### src/rtl/mfr_pkg.sv
// shared types and constants of the rgb median filter
package mfr_pkg;

  localparam int unsigned PIX_W = 8;
  localparam int unsigned CH_N = 3;
  localparam int unsigned CFG_IDX_W = 2;
  localparam int unsigned CFG_DATA_W = 11;
  localparam int unsigned COORD_W = 10;

  // configuration register indexes
  localparam logic [CFG_IDX_W-1:0] CFG_IMAGE_WIDTH = 2'd0;
  localparam logic [CFG_IDX_W-1:0] CFG_IMAGE_HEIGHT = 2'd1;
  localparam logic [CFG_IDX_W-1:0] CFG_WINDOW_SIZE = 2'd2;

  // sort key: top bit marks an empty cell, which sorts above every sample
  localparam logic [PIX_W:0] KEY_EMPTY = {1'b1, {PIX_W{1'b0}}};

  typedef struct packed {
    logic [PIX_W-1:0] red_in;
    logic [PIX_W-1:0] green_in;
    logic [PIX_W-1:0] blue_in;
  } pix_in_t;

  typedef struct packed {
    logic [PIX_W-1:0]   red_out;
    logic [PIX_W-1:0]   green_out;
    logic [PIX_W-1:0]   blue_out;
    logic [COORD_W-1:0] out_row;
    logic [COORD_W-1:0] out_col;
    logic               last_of_run;
    logic               end_of_frame;
  } pix_out_t;

  // what one sorting cell hands to its right neighbor
  typedef struct packed {
    logic [CH_N-1:0][PIX_W:0] key;
    logic [CH_N-1:0]          lt;
  } cell_link_t;

  typedef enum logic [3:0] {
    S_IDLE   = 4'b0001,
    S_GATHER = 4'b0010,
    S_FLUSH  = 4'b0100,
    S_OUT    = 4'b1000
  } state_e;

endpackage

### src/rtl/mfr_cell.sv
// one insertion-sort cell holding one sample per color channel
module mfr_cell (
  input  logic                                       clk_i,
  input  logic                                       rst_ni,
  input  logic                                       clr_i,
  input  logic                                       ins_i,
  input  logic [mfr_pkg::CH_N-1:0][mfr_pkg::PIX_W-1:0] pix_i,
  input  mfr_pkg::cell_link_t                        left_i,
  output mfr_pkg::cell_link_t                        link_o
);

  logic [mfr_pkg::CH_N-1:0][mfr_pkg::PIX_W:0] key_q, key_d;
  logic [mfr_pkg::CH_N-1:0]                   lt;

  always_comb begin
    key_d = key_q;
    for (int c = 0; c < mfr_pkg::CH_N; c++) begin
      lt[c] = {1'b0, pix_i[c]} < key_q[c];
      if (clr_i) begin
        key_d[c] = mfr_pkg::KEY_EMPTY;
      end else if (ins_i && lt[c]) begin
        // shift the left value in, or take the new sample at its slot
        key_d[c] = left_i.lt[c] ? left_i.key[c] : {1'b0, pix_i[c]};
      end
    end
  end

  always_ff @(posedge clk_i or negedge rst_ni) begin
    if (!rst_ni) begin
      key_q <= {mfr_pkg::CH_N{mfr_pkg::KEY_EMPTY}};
    end else begin
      key_q <= key_d;
    end
  end

  assign link_o.key = key_q;
  assign link_o.lt  = lt;

endmodule

### src/rtl/mfr_sorter.sv
// chain of sorting cells and the median select
module mfr_sorter #(
  parameter int unsigned NCELL = 49
) (
  input  logic                                       clk_i,
  input  logic                                       rst_ni,
  input  logic                                       clr_i,
  input  logic                                       ins_i,
  input  logic [mfr_pkg::CH_N-1:0][mfr_pkg::PIX_W-1:0] pix_i,
  input  logic [$clog2(NCELL)-1:0]                   mid_i,
  output logic [mfr_pkg::CH_N-1:0][mfr_pkg::PIX_W-1:0] med_o
);

  mfr_pkg::cell_link_t links [NCELL];
  mfr_pkg::cell_link_t head;

  assign head = '0;

  for (genvar i = 0; i < NCELL; i++) begin : g_cell
    mfr_cell u_cell (
      .clk_i  (clk_i),
      .rst_ni (rst_ni),
      .clr_i  (clr_i),
      .ins_i  (ins_i),
      .pix_i  (pix_i),
      .left_i ((i == 0) ? head : links[(i == 0) ? 0 : i-1]),
      .link_o (links[i])
    );
  end

  always_comb begin
    for (int c = 0; c < mfr_pkg::CH_N; c++) begin
      med_o[c] = links[mid_i].key[c][mfr_pkg::PIX_W-1:0];
    end
  end

endmodule

### config.mk
export PLATFORM = sky130hd
export DESIGN_NAME = mfr_sorter
export DESIGN_NICKNAME = d
export VERILOG_FILES = /design/src/rtl/mfr_pkg.sv /design/src/rtl/mfr_cell.sv /design/src/rtl/mfr_sorter.sv
export SDC_FILE = /design/constraint.sdc
export NUM_CORES = 2
export LEC_CHECK = 0
export BUFFER_PORTS_ARGS = -buffer_cell sky130_fd_sc_hd__buf_2
export CAP_MARGIN = 10
export CORE_AREA = 2 2 523 525
export DETAILED_ROUTE_END_ITERATION = 8
export DIE_AREA = 0 0 525 527
export SETUP_SLACK_MARGIN = 0.15
export SYNTH_ARGS = -nofsm -noshare
export SYNTH_HDL_FRONTEND = slang
export SYNTH_HIERARCHICAL = 1
export SYNTH_SLANG_ARGS = --single-unit
export TNS_END_PERCENT = 5
### constraint.sdc
create_clock -name clk_i -period 4.5 [get_ports clk_i]
set_input_delay 1.125 -clock clk_i [delete_from_list [all_inputs] [get_ports clk_i]]
set_output_delay 1.125 -clock clk_i [all_outputs]
set_load 0.005 [all_outputs]
======== Word-level counts from Yosys, hierarchy flattened ========
Cells that the tools add are included.
operators by class
  magnitude comparators ................... 148
  mux-type cells .......................... 441
  bitwise operators ....................... 1
  reductions and logical operators ........ 294
operators with widths
  cell                                         count
  two-way mux 9 bit                            438
  < comparator 8 x 9 -> 1 bit                  147
  nonzero test 2 bit                           147
  binary-select mux 30 bit (select 6 bit)      1
  logical AND 1 bit                            147
  two-way mux 29 bit                           2
  >= comparator 7 bit (second input constant)  1
  NOT 6 -> 7 bit                               1
word-level totals
  flip-flop bits (word level) ............. 1323
  input port bits ......................... 34
  output and inout bits ................... 24
  word-level logic and storage cells ...... 1031

======== Logic depth before layout (Yosys ltp) ========
  depth after elaboration ................. 4
  depth in mapped cells ................... 11
  mapped depth without buffers ............ 10

======== By module ========
The synthesis kept the hierarchy.
by module, submodules not included
  module                           times used  cells an instance  area an instance (µm²)  sequential area each (µm²)
  mfr_cell (g_cell[0].u_cell ...)  45          218                2233.4                  679.4
  mfr_sorter                       1           878                9554.2                  0.0
  mfr_cell (g_cell[6].u_cell ...)  4           218                2199.6                  679.4

======== Worst setup path after synthesis ========
OpenSTA, ideal clock, no wires.
  path type ............................... input to output
  start point ............................. in mid_i[0]
  end point ............................... out med_o[19] (netlist bit)
  arrival ................................. 2.511 ns
  data required time ...................... 3.375 ns
  setup slack ............................. 0.864 ns
  stages on the path ...................... 7
  buffers on the path ..................... 3
  path through ............................ buf_6 buf_6 buf_4 mux4_2 a22oi_1 a21oi_1 o22a_1
RTL lines
  element      RTL line          RTL
  from (decl)  mfr_sorter.sv:10  input logic [$clog2(NCELL)-1:0] mid_i,
  to (decl)    mfr_sorter.sv:11  output logic [mfr_pkg::CH_N-1:0][mfr_pkg::PIX_W-1:0] med_o

==> impl_metrics.ini <==
[placed_design]
placement.io_buffers = 57
dp_wirelength_mm = 296
routabilityCongestion = 0.961
place_area_um2 = 126000

[yosys]
synthesis.instances = 11600
avg_inst_size_synth_um2 = 10.3
synth_warnings = 6
netlist_area_um2 = 119000

[cts]
post_cts_hold_buffer_count = 0
ctsRootBufferMaster = clkbuf_16
insertion_delay_ps = 840
cts.reportedPaths.clkPinSlew_ps = 60
cts_max_level = 4
numCtsBuffers = 166
ctsLongestPathBuffers = 3
tritoncts_clock_tree = built
clock_sinks = 1323

[timing]
fin_crit_sh_pct = 99.1
min_period_ps = 4460
setup_violations_final = 0
worst_slew_margin_rel_pct = 34.3
finalHoldViolations = 0
unrepaired_setup_endpoints_after_global_routing = true
worst_slew_pin_slew_ps = 985
timing_max_transition_violations_final = 0
final.setup_skew_ps = 20.8
worst_hold_check_slack_ps = 261
fmax_mhz = 224

[setup_path]
endpoint_kind = primary output
r2r_cells = 9
cp_max_fo = 29
r2r_setup_slack_ps = 1620
timing_worst_setup_path_type = in -> out
rr_endpoint = g_cell[19].u_cell/link_o[21]
worstPathArrival_ps = 3340
launching_element_type_of_the_critical_path = primary input
crit-reg2reg-launch = g_cell[18].u_cell/link_o[25]
worstPathRequired_ps = 3380

[route]
drt-initial-drc-count = 8519
total_via_count_in_the_routed_design = 96300
drt-wirelength-per-cell_um = 26.2
detail_route.first_pass.iterations = 6
final_routed_drc_violation_total = 0
viasPerCell = 6.27
drt_wl_total_mm = 402
ant_nets_after_route = 0

[power]
irDropWorstVdd_mv = 0.451
static-leakage-power_nw = 58.3
p_per_area_nw_per_um2 = 281
total_power_mw = 37.0

[floorplan]
rows = 192
die_width_um = 525
placeableCoreArea_um2 = 272000
die_height_um = 527
design.die.area_um2 = 277000
initial_core_util_pct = 43.7
num_io_pins = 58

[global_route]
overflow = 0
grt_first_pass_wirelength_mm = 618
grt_usage_pct = 28.4
antenna_found_initial = 20
grt_start_max_net_pins = 138
first_global_vias = 98200

[finish]
postLayoutCellArea_um2 = 132000
fillers = 24700
post_route_cells_drive_above_1_share_pct = 29.9
finish.net_count = 12700
largest_register_ff_count = 1323
syn2layout_area_growth_pct = 10.8

[run]
maxCapViolations = 0

[run_status]
run_status = completed

[min_path]
holdCritPathClass = in -> async
## power breakdown
part	internal (mW)	switching [mW]
clock network	8.12	5.67
logic	3.98	5.60
registers	12.6	1.02
total	24.7	12.3
## worst max-delay path, cell delays in order
cell,delay [ps]
buf_16,170
buf_16,190
buf_16,230
mux4_2,610
o211ai_1,190
nand3_1,230
o22a_1,350
buf_2,160
## layout make-up
class                           count  area [um2]  area share (%)
Clock inverter                     35         369           0.280
Antenna cell                        7        17.5          0.0133
Sequential cell                  1323       33300            25.3
Multi-Input combinational cell   8284       77800            59.1
Timing Repair Buffer              483        5420            4.12
Tap cell                         3589        4490            3.41
Clock buffer                      269        5110            3.88
Inverter                         1375        5160            3.92
## stage by stage
step	utilization (%)	setup slack, ps	setup TNS, ps	std cells
global placement	46.2	-264	-2180	15000
detailed placement	46.2	-273	-2710	15000
finish	48.5	39.6	0	15400
floorplan	-	864	0	11600
global route	48.5	90.8	0	15400
CTS	48.4	58.0	0	15400
## cells in the final DEF (no fill, tap or decap), drive strengths merged, types with 98 or more instances in the layout
| cell | n |
|---|---|
| mux2i | 422 |
| nor2b | 198 |
| nand3 | 120 |
| a221o | 196 |
| buf | 477 |
| nand2 | 552 |
| dfrtp | 1176 |
| o21ai | 350 |
| a21o | 390 |
| clkbuf | 274 |
| inv | 1376 |
| a211oi | 1814 |
| and3 | 147 |
| mux2 | 1177 |
| mux4 | 274 |
| nor2 | 766 |
| nor3b | 98 |
| a21oi | 311 |
| dfstp | 147 |
| ha | 1029 |
## worst max-delay path by stage
stage             start        end  slack, ps
2_1_floorplan  mid_i[0]  med_o[19]        860
3_5_place_dp   mid_i[1]  med_o[15]       -270
3_3_place_gp   mid_i[1]   med_o[9]       -260
4_1_cts        mid_i[0]   med_o[5]         60
6_report       mid_i[0]  med_o[21]         40
5_1_grt        mid_i[0]   med_o[1]         90
## per-layer routing
layer  part of all wire, %  global-route usage [%]
met1                    43                    37.9
met2                    46                    45.5
met3                   6.1                    4.11
met4                   4.9                    12.9
met5                 0.020                       0
## repair_timing
item	in CTS	in global routing
gates resized for setup	48	21
pin swaps	0	2
endpoints found under the setup margin	24	24
buffers inserted	3	2
hold endpoints to repair	0	0
gates cloned	3	3
(Power assumes the default switching activity.)
